$ cat config.mk
export PLATFORM = sky130hd
export DESIGN_NAME = banked_request_service_scheduler_flat
export DESIGN_NICKNAME = d
export VERILOG_FILES = /design/src/hdl/brss_pkg.sv /design/src/hdl/brss_req_if.sv /design/src/hdl/brss_rsp_if.sv /design/src/hdl/brss_csr_if.sv /design/src/hdl/banked_request_service_scheduler.sv /design/src/flat_wrapper.sv
export SDC_FILE = /design/constraint.sdc
export NUM_CORES = 2
export LEC_CHECK = 0
export ABC_AREA = 1
export BUFFER_PORTS_ARGS = -buffer_cell sky130_fd_sc_hd__buf_2
export CAP_MARGIN = 20
export CORE_UTILIZATION = 55
export DETAILED_ROUTE_END_ITERATION = 10
export PLACE_DENSITY_LB_ADDON = 0.2
export SYNTH_ARGS = -nofsm -noshare
export SYNTH_HDL_FRONTEND = slang
export SYNTH_SLANG_ARGS = --single-unit
$ cat constraint.sdc
create_clock -name clock -period 22.7 [get_ports clock]
set_input_delay 2.27 -clock clock [delete_from_list [all_inputs] [get_ports clock]]
set_output_delay 2.27 -clock clock [all_outputs]
set_load 0.1 [all_outputs]
$ cat src/hdl/brss_pkg.sv
// ----------------------------------------------------------------------------
// brss_pkg: shared constants for the banked request service scheduler
// Field widths, register indexes and port limits used by the channel
// interfaces and the scheduler core.
// ----------------------------------------------------------------------------
package brss_pkg;

   localparam int ADDR_W      = 48;
   localparam int SIZE_W      = 13;
   localparam int TICK_W      = 64;
   localparam int LAT_W       = 32;
   localparam int TPB_W       = 16;
   localparam int DEPTH_W     = 9;
   localparam int STRIDE_W    = 13;
   localparam int PCNT_W      = 4;
   localparam int SEQ_W       = 32;
   localparam int CAUSE_W     = 2;
   localparam int CSR_IDX_W   = 3;
   localparam int CSR_DATA_W  = 48;

   localparam int MAX_PORTS   = 8;
   localparam int PORT_W      = 3;
   localparam int MAX_REQ_BYTES = 4096;

   // chunk duration: chunk bytes times Q8 rate, fraction dropped
   localparam int PROD_W      = SIZE_W + TPB_W;
   localparam int DUR_W       = PROD_W - 8;

   localparam logic [CSR_IDX_W-1:0] CSR_BASE    = 3'd0;
   localparam logic [CSR_IDX_W-1:0] CSR_LATENCY = 3'd1;
   localparam logic [CSR_IDX_W-1:0] CSR_TPB     = 3'd2;
   localparam logic [CSR_IDX_W-1:0] CSR_DEPTH   = 3'd3;
   localparam logic [CSR_IDX_W-1:0] CSR_STRIDE  = 3'd4;
   localparam logic [CSR_IDX_W-1:0] CSR_PORTS   = 3'd5;

   localparam logic [CAUSE_W-1:0] CAUSE_NONE  = 2'd0;
   localparam logic [CAUSE_W-1:0] CAUSE_RETRY = 2'd1;
   localparam logic [CAUSE_W-1:0] CAUSE_FULL  = 2'd2;

endpackage

$ cat src/hdl/brss_req_if.sv
// ----------------------------------------------------------------------------
// brss_req_if: request channel
// Carries new requests and completion events into the scheduler.
// ----------------------------------------------------------------------------
interface brss_req_if;
   logic                          valid;
   logic                          ready;
   logic                          func;
   logic [brss_pkg::ADDR_W-1:0]   req_address;
   logic [brss_pkg::SIZE_W-1:0]   req_size;
   logic [brss_pkg::TICK_W-1:0]   req_avail_tick;

   modport source (output valid, func, req_address, req_size, req_avail_tick, input ready);
   modport sink   (input valid, func, req_address, req_size, req_avail_tick, output ready);
endinterface

$ cat src/hdl/brss_rsp_if.sv
// ----------------------------------------------------------------------------
// brss_rsp_if: result channel
// Carries one scheduling or admission result per transaction.
// ----------------------------------------------------------------------------
interface brss_rsp_if;
   logic                          valid;
   logic                          ready;
   logic                          accepted;
   logic [brss_pkg::CAUSE_W-1:0]  refuse_cause;
   logic [brss_pkg::TICK_W-1:0]   svc_start_tick;
   logic [brss_pkg::TICK_W-1:0]   resp_due_tick;
   logic [brss_pkg::SEQ_W-1:0]    sequence_number;
   logic [brss_pkg::DEPTH_W-1:0]  inflight_now;
   logic                          retry_grant;
   logic [brss_pkg::SEQ_W-1:0]    full_retry_total;
   logic [brss_pkg::DEPTH_W-1:0]  peak_inflight;

   modport source (output valid, accepted, refuse_cause, svc_start_tick, resp_due_tick,
                   sequence_number, inflight_now, retry_grant, full_retry_total,
                   peak_inflight, input ready);
   modport sink   (input valid, accepted, refuse_cause, svc_start_tick, resp_due_tick,
                   sequence_number, inflight_now, retry_grant, full_retry_total,
                   peak_inflight, output ready);
endinterface

$ cat src/hdl/brss_csr_if.sv
// ----------------------------------------------------------------------------
// brss_csr_if: configuration write channel
// Register index and write data for the scheduler's settings.
// ----------------------------------------------------------------------------
interface brss_csr_if;
   logic                             valid;
   logic                             ready;
   logic [brss_pkg::CSR_IDX_W-1:0]   index;
   logic [brss_pkg::CSR_DATA_W-1:0]  data;

   modport source (output valid, index, data, input ready);
   modport sink   (input valid, index, data, output ready);
endinterface

$ cat src/hdl/banked_request_service_scheduler.sv
// ----------------------------------------------------------------------------
// banked_request_service_scheduler
// Admission control and interleaved port scheduling for memory requests.
// ----------------------------------------------------------------------------
// One transaction is handled at a time. A completion or a refused request
// passes through the IDLE, ADMIT and FIN states; its result is written to
// the output register from FIN. An admitted request passes through IDLE and
// ADMIT, then CHK, RD and UPD per stride chunk and DIV per offset division,
// and ends in FIN. A division runs for a chunk at or above base_address that
// does not start on the boundary left by the previous chunk: the first such
// chunk of the request, and one more each time the chunk cursor crosses up
// into the address range from below base_address or wraps at 48 bits. The
// division is a bit-serial restoring divider that also reduces the quotient
// modulo the port count; each chunk does a read, update and write back of its
// port's free tick in an 8-entry memory. The result sits in an output
// register, so the next transaction is accepted while it waits to be taken;
// that next transaction holds in its last cycle until the earlier result has
// been taken.
// ----------------------------------------------------------------------------
module banked_request_service_scheduler (
   input logic        clock,
   input logic        reset,
   brss_req_if.sink   req_ch,
   brss_rsp_if.source rsp_ch,
   brss_csr_if.sink   csr_ch
);
   import brss_pkg::*;

   localparam logic [2:0] ST_IDLE  = 3'd0;
   localparam logic [2:0] ST_ADMIT = 3'd1;
   localparam logic [2:0] ST_CHK   = 3'd2;
   localparam logic [2:0] ST_DIV   = 3'd3;
   localparam logic [2:0] ST_RD    = 3'd4;
   localparam logic [2:0] ST_UPD   = 3'd5;
   localparam logic [2:0] ST_FIN   = 3'd6;

   // configuration
   logic [ADDR_W-1:0]   base_ff;
   logic [LAT_W-1:0]    latency_ff;
   logic [TPB_W-1:0]    tpb_ff;
   logic [DEPTH_W-1:0]  depth_ff;
   logic [STRIDE_W-1:0] stride_ff;
   logic [PCNT_W-1:0]   pcnt_ff;

   // block state
   logic [2:0]          state_ff, state_in;
   logic [DEPTH_W-1:0]  inflight_ff, inflight_in;
   logic                retry_ff, retry_in;
   logic [SEQ_W-1:0]    seq_ff, seq_in;
   logic [SEQ_W-1:0]    full_cnt_ff, full_cnt_in;
   logic [DEPTH_W-1:0]  peak_ff, peak_in;
   logic [MAX_PORTS-1:0] pvalid_ff, pvalid_in;

   // transaction working registers
   logic                func_ff, func_in;
   logic [ADDR_W-1:0]   cur_ff, cur_in;
   logic [SIZE_W-1:0]   left_ff, left_in;
   logic [TICK_W-1:0]   ready_ff, ready_in;
   logic [TICK_W-1:0]   svc_ff, svc_in;
   logic [CAUSE_W-1:0]  cause_ff, cause_in;
   logic                need_div_ff, need_div_in;
   logic                below_ff, below_in;
   logic [STRIDE_W-1:0] rem_ff, rem_in;
   logic [PORT_W-1:0]   port_ff, port_in;
   logic [SIZE_W-1:0]   chunk_ff, chunk_in;
   logic [DUR_W-1:0]    dur_ff, dur_in;
   logic [ADDR_W-1:0]   dvd_ff, dvd_in;
   logic [5:0]          dcnt_ff, dcnt_in;

   // output register
   logic                out_valid_ff, out_valid_in;
   logic                o_acc_ff, o_acc_in;
   logic [CAUSE_W-1:0]  o_cause_ff, o_cause_in;
   logic [TICK_W-1:0]   o_svc_ff, o_svc_in;
   logic [TICK_W-1:0]   o_rsp_ff, o_rsp_in;
   logic [SEQ_W-1:0]    o_seq_ff, o_seq_in;
   logic [DEPTH_W-1:0]  o_infl_ff, o_infl_in;
   logic                o_grant_ff, o_grant_in;

   // port free tick memory
   logic [TICK_W-1:0]   free_mem [MAX_PORTS];
   logic [TICK_W-1:0]   rd_data_ff;
   logic                rd_valid_ff;
   logic                mem_we;
   logic [TICK_W-1:0]   mem_wdata;

   // derived values
   logic [STRIDE_W-1:0] eff_stride;
   logic [PCNT_W-1:0]   eff_ports;
   logic                out_free;
   logic                req_fire;
   logic [STRIDE_W:0]   div_r2;
   logic                div_ge;
   logic [PCNT_W-1:0]   div_m2;
   logic [STRIDE_W-1:0] room;
   logic [SIZE_W-1:0]   chunk_sel;
   logic [PROD_W-1:0]   prod;
   logic [TICK_W-1:0]   free_now;
   logic [TICK_W-1:0]   start_tick;
   logic [ADDR_W:0]     cur_sum;
   logic [PCNT_W-1:0]   port_next;
   logic [DEPTH_W-1:0]  dec_cnt;
   logic [DEPTH_W-1:0]  inc_cnt;

   assign eff_stride = (stride_ff == '0) ? STRIDE_W'(1) : stride_ff;
   assign eff_ports  = (pcnt_ff == '0) ? PCNT_W'(1)
                     : (pcnt_ff > PCNT_W'(MAX_PORTS)) ? PCNT_W'(MAX_PORTS) : pcnt_ff;

   assign req_ch.ready = (state_ff == ST_IDLE);
   assign req_fire     = req_ch.valid && req_ch.ready;
   assign csr_ch.ready = 1'b1;
   assign out_free     = !out_valid_ff || rsp_ch.ready;

   assign rsp_ch.valid            = out_valid_ff;
   assign rsp_ch.accepted         = o_acc_ff;
   assign rsp_ch.refuse_cause     = o_cause_ff;
   assign rsp_ch.svc_start_tick   = o_svc_ff;
   assign rsp_ch.resp_due_tick    = o_rsp_ff;
   assign rsp_ch.sequence_number  = o_seq_ff;
   assign rsp_ch.inflight_now     = o_infl_ff;
   assign rsp_ch.retry_grant      = o_grant_ff;
   assign rsp_ch.full_retry_total = full_cnt_ff;
   assign rsp_ch.peak_inflight    = peak_ff;

   // one restoring-division step, quotient reduced modulo the port count
   assign div_r2 = {rem_ff, dvd_ff[ADDR_W-1]};
   assign div_ge = div_r2 >= {1'b0, eff_stride};
   assign div_m2 = {port_ff, div_ge};

   assign room      = eff_stride - rem_ff;
   assign chunk_sel = (left_ff < room) ? left_ff : room;
   assign prod      = PROD_W'(chunk_sel) * PROD_W'(tpb_ff);

   assign free_now   = rd_valid_ff ? rd_data_ff : '0;
   assign start_tick = (free_now > ready_ff) ? free_now : ready_ff;
   assign cur_sum    = {1'b0, cur_ff} + (ADDR_W+1)'(chunk_ff);
   assign port_next  = {1'b0, port_ff} + PCNT_W'(1);

   assign dec_cnt = (inflight_ff == '0) ? '0 : inflight_ff - DEPTH_W'(1);
   assign inc_cnt = inflight_ff + DEPTH_W'(1);

   assign mem_we    = (state_ff == ST_UPD);
   assign mem_wdata = start_tick + TICK_W'(dur_ff);

   always_comb begin
      state_in     = state_ff;
      inflight_in  = inflight_ff;
      retry_in     = retry_ff;
      seq_in       = seq_ff;
      full_cnt_in  = full_cnt_ff;
      peak_in      = peak_ff;
      pvalid_in    = pvalid_ff;
      func_in      = func_ff;
      cur_in       = cur_ff;
      left_in      = left_ff;
      ready_in     = ready_ff;
      svc_in       = svc_ff;
      cause_in     = cause_ff;
      need_div_in  = need_div_ff;
      below_in     = below_ff;
      rem_in       = rem_ff;
      port_in      = port_ff;
      chunk_in     = chunk_ff;
      dur_in       = dur_ff;
      dvd_in       = dvd_ff;
      dcnt_in      = dcnt_ff;
      out_valid_in = out_valid_ff && !rsp_ch.ready;
      o_acc_in     = o_acc_ff;
      o_cause_in   = o_cause_ff;
      o_svc_in     = o_svc_ff;
      o_rsp_in     = o_rsp_ff;
      o_seq_in     = o_seq_ff;
      o_infl_in    = o_infl_ff;
      o_grant_in   = o_grant_ff;

      unique case (state_ff)
         ST_IDLE: begin
            if (req_fire) begin
               func_in  = req_ch.func;
               cur_in   = req_ch.req_address;
               left_in  = (req_ch.req_size > SIZE_W'(MAX_REQ_BYTES))
                        ? SIZE_W'(MAX_REQ_BYTES) : req_ch.req_size;
               ready_in = req_ch.req_avail_tick;
               state_in = ST_ADMIT;
            end
         end
         ST_ADMIT: begin
            svc_in      = ready_ff;
            need_div_in = 1'b1;
            priority if (func_ff) begin
               cause_in = CAUSE_NONE;
               state_in = ST_FIN;
            end else if (retry_ff) begin
               cause_in = CAUSE_RETRY;
               state_in = ST_FIN;
            end else if (inflight_ff >= depth_ff) begin
               cause_in = CAUSE_FULL;
               state_in = ST_FIN;
            end else begin
               cause_in = CAUSE_NONE;
               state_in = ST_CHK;
            end
         end
         ST_CHK: begin
            priority if (left_ff == '0) begin
               state_in = ST_FIN;
            end else if (cur_ff < base_ff) begin
               // below the range: offset zero, port zero
               below_in = 1'b1;
               rem_in   = '0;
               port_in  = '0;
               state_in = ST_RD;
            end else if (need_div_ff) begin
               below_in = 1'b0;
               dvd_in   = cur_ff - base_ff;
               rem_in   = '0;
               port_in  = '0;
               dcnt_in  = '0;
               state_in = ST_DIV;
            end else begin
               below_in = 1'b0;
               state_in = ST_RD;
            end
         end
         ST_DIV: begin
            rem_in  = div_ge ? STRIDE_W'(div_r2 - {1'b0, eff_stride}) : STRIDE_W'(div_r2);
            port_in = (div_m2 >= eff_ports) ? PORT_W'(div_m2 - eff_ports) : PORT_W'(div_m2);
            dvd_in  = {dvd_ff[ADDR_W-2:0], 1'b0};
            dcnt_in = dcnt_ff + 6'd1;
            if (dcnt_ff == 6'(ADDR_W - 1)) begin
               state_in = ST_RD;
            end
         end
         ST_RD: begin
            chunk_in = chunk_sel;
            dur_in   = prod[PROD_W-1:8];
            state_in = ST_UPD;
         end
         ST_UPD: begin
            pvalid_in[port_ff] = 1'b1;
            if (start_tick > svc_ff) begin
               svc_in = start_tick;
            end
            cur_in  = cur_sum[ADDR_W-1:0];
            left_in = left_ff - chunk_ff;
            if (below_ff || cur_sum[ADDR_W]) begin
               need_div_in = 1'b1;
            end else begin
               // continue on the next stride boundary
               need_div_in = 1'b0;
               rem_in      = '0;
               port_in     = (port_next == eff_ports) ? '0 : port_next[PORT_W-1:0];
            end
            state_in = ST_CHK;
         end
         ST_FIN: begin
            if (out_free) begin
               out_valid_in = 1'b1;
               o_cause_in   = cause_ff;
               o_acc_in     = 1'b0;
               o_svc_in     = '0;
               o_rsp_in     = '0;
               o_seq_in     = '0;
               o_grant_in   = 1'b0;
               o_infl_in    = inflight_ff;
               if (func_ff) begin
                  inflight_in = dec_cnt;
                  o_infl_in   = dec_cnt;
                  if (retry_ff && (dec_cnt < depth_ff)) begin
                     retry_in   = 1'b0;
                     o_grant_in = 1'b1;
                  end
               end else if (cause_ff == CAUSE_FULL) begin
                  retry_in    = 1'b1;
                  full_cnt_in = full_cnt_ff + SEQ_W'(1);
               end else if (cause_ff == CAUSE_NONE) begin
                  o_acc_in    = 1'b1;
                  o_svc_in    = svc_ff;
                  o_rsp_in    = svc_ff + TICK_W'(latency_ff);
                  o_seq_in    = seq_ff;
                  seq_in      = seq_ff + SEQ_W'(1);
                  inflight_in = inc_cnt;
                  o_infl_in   = inc_cnt;
                  if (inc_cnt > peak_ff) begin
                     peak_in = inc_cnt;
                  end
               end
               state_in = ST_IDLE;
            end
         end
         default: begin
            state_in = ST_IDLE;
         end
      endcase
   end

   always_ff @(posedge clock) begin
      if (reset) begin
         state_ff     <= ST_IDLE;
         inflight_ff  <= '0;
         retry_ff     <= 1'b0;
         seq_ff       <= '0;
         full_cnt_ff  <= '0;
         peak_ff      <= '0;
         pvalid_ff    <= '0;
         out_valid_ff <= 1'b0;
      end else begin
         state_ff     <= state_in;
         inflight_ff  <= inflight_in;
         retry_ff     <= retry_in;
         seq_ff       <= seq_in;
         full_cnt_ff  <= full_cnt_in;
         peak_ff      <= peak_in;
         pvalid_ff    <= pvalid_in;
         out_valid_ff <= out_valid_in;
      end
   end

   always_ff @(posedge clock) begin
      func_ff     <= func_in;
      cur_ff      <= cur_in;
      left_ff     <= left_in;
      ready_ff    <= ready_in;
      svc_ff      <= svc_in;
      cause_ff    <= cause_in;
      need_div_ff <= need_div_in;
      below_ff    <= below_in;
      rem_ff      <= rem_in;
      port_ff     <= port_in;
      chunk_ff    <= chunk_in;
      dur_ff      <= dur_in;
      dvd_ff      <= dvd_in;
      dcnt_ff     <= dcnt_in;
      o_acc_ff    <= o_acc_in;
      o_cause_ff  <= o_cause_in;
      o_svc_ff    <= o_svc_in;
      o_rsp_ff    <= o_rsp_in;
      o_seq_ff    <= o_seq_in;
      o_infl_ff   <= o_infl_in;
      o_grant_ff  <= o_grant_in;
   end

   // free tick memory: read in RD, write back in UPD
   always_ff @(posedge clock) begin
      if (mem_we) begin
         free_mem[port_ff] <= mem_wdata;
      end
      rd_data_ff  <= free_mem[port_ff];
      rd_valid_ff <= pvalid_ff[port_ff];
   end

   always_ff @(posedge clock) begin
      if (reset) begin
         base_ff    <= '0;
         latency_ff <= '0;
         tpb_ff     <= TPB_W'(256);
         depth_ff   <= DEPTH_W'(4);
         stride_ff  <= STRIDE_W'(64);
         pcnt_ff    <= PCNT_W'(1);
      end else if (csr_ch.valid && csr_ch.ready) begin
         unique case (csr_ch.index)
            CSR_BASE:    base_ff    <= csr_ch.data[ADDR_W-1:0];
            CSR_LATENCY: latency_ff <= csr_ch.data[LAT_W-1:0];
            CSR_TPB:     tpb_ff     <= csr_ch.data[TPB_W-1:0];
            CSR_DEPTH:   depth_ff   <= csr_ch.data[DEPTH_W-1:0];
            CSR_STRIDE:  stride_ff  <= csr_ch.data[STRIDE_W-1:0];
            CSR_PORTS:   pcnt_ff    <= csr_ch.data[PCNT_W-1:0];
            default: begin
            end
         endcase
      end
   end

endmodule

$ cat src/flat_wrapper.sv
// flat-port wrapper written by rule: the top's interface ports become plain ports
module banked_request_service_scheduler_flat import brss_pkg::*;
  (clock, reset, req_ch_valid, req_ch_func, req_ch_req_address, req_ch_req_size, req_ch_req_avail_tick, req_ch_ready, rsp_ch_valid, rsp_ch_accepted, rsp_ch_refuse_cause, rsp_ch_svc_start_tick, rsp_ch_resp_due_tick, rsp_ch_sequence_number, rsp_ch_inflight_now, rsp_ch_retry_grant, rsp_ch_full_retry_total, rsp_ch_peak_inflight, rsp_ch_ready, csr_ch_valid, csr_ch_index, csr_ch_data, csr_ch_ready);
  brss_req_if req_ch_i ();
  brss_rsp_if rsp_ch_i ();
  brss_csr_if csr_ch_i ();
  input logic clock;
  input logic reset;
  input wire logic [$bits(req_ch_i.valid)-1:0] req_ch_valid;
  input wire logic [$bits(req_ch_i.func)-1:0] req_ch_func;
  input wire logic [$bits(req_ch_i.req_address)-1:0] req_ch_req_address;
  input wire logic [$bits(req_ch_i.req_size)-1:0] req_ch_req_size;
  input wire logic [$bits(req_ch_i.req_avail_tick)-1:0] req_ch_req_avail_tick;
  output wire logic [$bits(req_ch_i.ready)-1:0] req_ch_ready;
  output wire logic [$bits(rsp_ch_i.valid)-1:0] rsp_ch_valid;
  output wire logic [$bits(rsp_ch_i.accepted)-1:0] rsp_ch_accepted;
  output wire logic [$bits(rsp_ch_i.refuse_cause)-1:0] rsp_ch_refuse_cause;
  output wire logic [$bits(rsp_ch_i.svc_start_tick)-1:0] rsp_ch_svc_start_tick;
  output wire logic [$bits(rsp_ch_i.resp_due_tick)-1:0] rsp_ch_resp_due_tick;
  output wire logic [$bits(rsp_ch_i.sequence_number)-1:0] rsp_ch_sequence_number;
  output wire logic [$bits(rsp_ch_i.inflight_now)-1:0] rsp_ch_inflight_now;
  output wire logic [$bits(rsp_ch_i.retry_grant)-1:0] rsp_ch_retry_grant;
  output wire logic [$bits(rsp_ch_i.full_retry_total)-1:0] rsp_ch_full_retry_total;
  output wire logic [$bits(rsp_ch_i.peak_inflight)-1:0] rsp_ch_peak_inflight;
  input wire logic [$bits(rsp_ch_i.ready)-1:0] rsp_ch_ready;
  input wire logic [$bits(csr_ch_i.valid)-1:0] csr_ch_valid;
  input wire logic [$bits(csr_ch_i.index)-1:0] csr_ch_index;
  input wire logic [$bits(csr_ch_i.data)-1:0] csr_ch_data;
  output wire logic [$bits(csr_ch_i.ready)-1:0] csr_ch_ready;
  assign req_ch_i.valid = req_ch_valid;
  assign req_ch_i.func = req_ch_func;
  assign req_ch_i.req_address = req_ch_req_address;
  assign req_ch_i.req_size = req_ch_req_size;
  assign req_ch_i.req_avail_tick = req_ch_req_avail_tick;
  assign req_ch_ready = req_ch_i.ready;
  assign rsp_ch_valid = rsp_ch_i.valid;
  assign rsp_ch_accepted = rsp_ch_i.accepted;
  assign rsp_ch_refuse_cause = rsp_ch_i.refuse_cause;
  assign rsp_ch_svc_start_tick = rsp_ch_i.svc_start_tick;
  assign rsp_ch_resp_due_tick = rsp_ch_i.resp_due_tick;
  assign rsp_ch_sequence_number = rsp_ch_i.sequence_number;
  assign rsp_ch_inflight_now = rsp_ch_i.inflight_now;
  assign rsp_ch_retry_grant = rsp_ch_i.retry_grant;
  assign rsp_ch_full_retry_total = rsp_ch_i.full_retry_total;
  assign rsp_ch_peak_inflight = rsp_ch_i.peak_inflight;
  assign rsp_ch_i.ready = rsp_ch_ready;
  assign csr_ch_i.valid = csr_ch_valid;
  assign csr_ch_i.index = csr_ch_index;
  assign csr_ch_i.data = csr_ch_data;
  assign csr_ch_ready = csr_ch_i.ready;
  banked_request_service_scheduler u_core (.clock(clock), .reset(reset), .req_ch(req_ch_i), .rsp_ch(rsp_ch_i), .csr_ch(csr_ch_i));
endmodule
==> metrics.cfg <==
[outcome]
status=finished clean

[timing]
worst_slew_pin_slew_ps=1130
grt_setup_unrepaired=no
postLayoutSetupSlackWorst_ps=13210
tns_ps=0
setup_viol=0
min_period_ps=9490
post-route-period-util_pct=41.8
max_freq_mhz=105
timing.hold.ws_ps=445
maxSlewHeadroom_pct=24.8
hold_viol_final=0
drv_slew=0
fin_skew_ps=56.1

[cells_and_area]
syn_to_final_growth_pct=11.9
layout-drive-gt1-share_pct=9.63
nNetsFinal=8636
final_core_util_pct=62.1
mostFrequentLayoutCells=nand2_1, inv_1, edfxtp_1, nor2_1, o21ai_0
final_common_cell=nand2_1
fill_cells=10700

[global_route]
use_met1_pct=49.8
gr-total-overflow=0
grt_util_met3_pct=6.36
grt_pass1_wl_um=332000
antenna_found_initial=8
busiest_layer=met2
first_global_vias=53400
use_met2_pct=53.1
track_usage_pct=35.0
grt_start_max_net_pins=115

[clock_network]
cts.clk_slew.worst_paths_ps=60
cts_sinks=1265
cts_buffers=136
cts-root-buf=clkbuf_16
cts_tree=built
cts_post_setup_buffers_inserted=0
clock_latency_ps=810
cts_htree_levels=4
clockBufferDepth=3
holdBufCountCts=0
cts_resized=0

[power_and_ir_drop]
fin_total_pwr_mw=9.44
peakVddDrop_mv=0.111
p_leak_nw=32.7
powerDensity_nw_per_um2=121

[routing]
via_count=56700
routed_wl_um=226000
first_pass_iters=6
routedWlPerCell_um=23.4
drc=0
drt-initial-drc-count=6201
post_drt_via_cell_ratio=5.86
ant_nets=0

[worst_setup_path]
r2r_end=u_core.dur_ff[18]
crit_family=adder cells
crit_top_cell=nand2_1
cp.arrival_ps=10030
cpMaxStageDelayCell=o21ai_0
cp_max_fo=25
reg2reg_from=u_core.stride_ff[1]
crit_type=flop to flop
path_buf_inv=6
worstPathRequired_ps=23250
r2r_cells=39
cpPeakStageDelay_ps=640
cp-end-kind=flop
regToRegSetupSlack_ps=13210
worstSetupStartpointType=flop

[yosys]
synth-edff-count=983
synthSimpleGateAreaFrac_pct=16.7
syn_area_um2=69700
yosysSeqAreaShare_pct=50.4
ys_warn_count=0
synth_cell_types=69
syn-num-nets=8273
synth_compound_area_share_pct=11.8
synth_top_family_by_area=simple AND/OR/NAND/NOR gates
async_flop_share_pct=0
synthFlopType=edfxtp_1
synth-seq-cells=1265
synthXorXnorAreaFrac_pct=2.10
postSynthCellCount=7533
syn_avg_cell_area_um2=9.26
synth_fa_ha_area_share_pct=11.7
synthMuxAreaShare_pct=0

[hold_path]
min_from=u_core.free_mem[0][16]
hold_path_end=u_core.rd_data_ff[16]
hold_path_class=flop to flop
hold_depth=2

[placement]
io_buffers=397
globalplace.congestion=1.00
pre_cts_ws_ps=13290
place_hpwl_um=168000

[job]
cap_viol_max_count=0

[floorplanning]
dieArea_um2=128000
dieHeight_um=358
die_x_um=358
rows=130
start_util_pct=55.5
ios=399
core_area_um2=126000

[Yosys cell counts (121+ instances only)]
library cell | instances | area share (%)
a21oi_1 | 527 | 3.8
clkbuf_1 | 185 | 1.0
dfxtp_1 | 282 | 8.1
edfxtp_1 | 983 | 42
fa_1 | 161 | 4.6
ha_1 | 397 | 7.1
inv_1 | 1090 | 5.9
nand2_1 | 1425 | 7.7
nand3_1 | 243 | 1.7
nor2_1 | 717 | 3.9
nor3_1 | 121 | 0.87
o21ai_0 | 533 | 3.8
[state kept, by name, summed over array words and instances (netlist names), 32 cells and up]
signal,flops
u_core.seq_ff,32
u_core.cur_ff,48
u_core.rsp_ch.resp_due_tick,64
u_core.rsp_ch.svc_start_tick,64
u_core.free_mem,512
u_core.latency_ff,32
u_core.rsp_ch.full_retry_total,32
u_core.ready_ff,64
u_core.base_ff,48
u_core.rsp_ch.sequence_number,32
u_core.svc_ff,64
u_core.rd_data_ff,64
u_core.dvd_ff,48
[metal layers]
| layer | vias up | part of all wire, % | wire length (um) |
|---|---|---|---|
| met5 | - | 0.015 | 33 |
| met4 | 4 | 3.9 | 8800 |
| met3 | 396 | 10 | 22600 |
| met2 | 2728 | 44 | 99300 |
| met1 | 27300 | 42 | 95600 |
| li1 | 26200 | - | - |
[power by group]
group / internal [mW] / leakage [nW] / switching (mW)
Combinational: 1.13 / 19.2 / 2.70
Clock: 1.25 / 2.17 / 0.988
Sequential: 3.10 / 11.3 / 0.276
Total: 5.48 / 32.7 / 3.97
[worst register-to-register path, delay by kind of cell (launching register included)]
| family | cells | cell delay [ps] |
|---|---|---|
| adders and majority gates | 9 | 3830 |
| AOI/OAI and AO/OA | 8 | 2040 |
| and+or+nand+nor | 15 | 1870 |
| buffers and inverters | 6 | 830 |
| DFF | 1 | 430 |
| xor gates and xnor gates | 1 | 270 |
[worst max path at each step]
stage	from	end	slack, ps	cells after the start
final	u_core.stride_ff[1]	u_core.dur_ff[18]	13210	39
after global placement	u_core.stride_ff[1]	u_core.dur_ff[18]	12980	41
after CTS	u_core.stride_ff[1]	u_core.dur_ff[20]	13240	39
after global routing	u_core.stride_ff[1]	u_core.dur_ff[20]	12550	40
after detailed placement	u_core.stride_ff[1]	u_core.dur_ff[20]	13290	39
after floorplan	u_core.rd_valid_ff	u_core.svc_ff[0]	12840	30
[cell families after synthesis]
family	Yosys count
xor+xnor	167
other cells	1
flops	1265
buf+inv	1332
simple gates	2769
compound gates	1441
fa+ha+maj	558
[final cells by class]
class	count	area, um^2	area share [%]
clock inverters	63	855	1.10
well taps	1650	2060	2.65
multi-input cells	4936	29700	38.0
diodes	6	15.0	0.0192
flip-flops and latches	1265	35200	45.1
inverters	1102	4150	5.32
clock buffers	186	3680	4.72
repair buffers	455	2440	3.13
[through the flow]
step                instance area, um^2  std cells
floorplan                         69700       7533
global placement                  73400       9405
detailed placement                73500       9407
CTS                               78000       9656
global route                      78000       9661
finish                            78000       9663
Note: power is estimated with default switching activity, not from simulation.
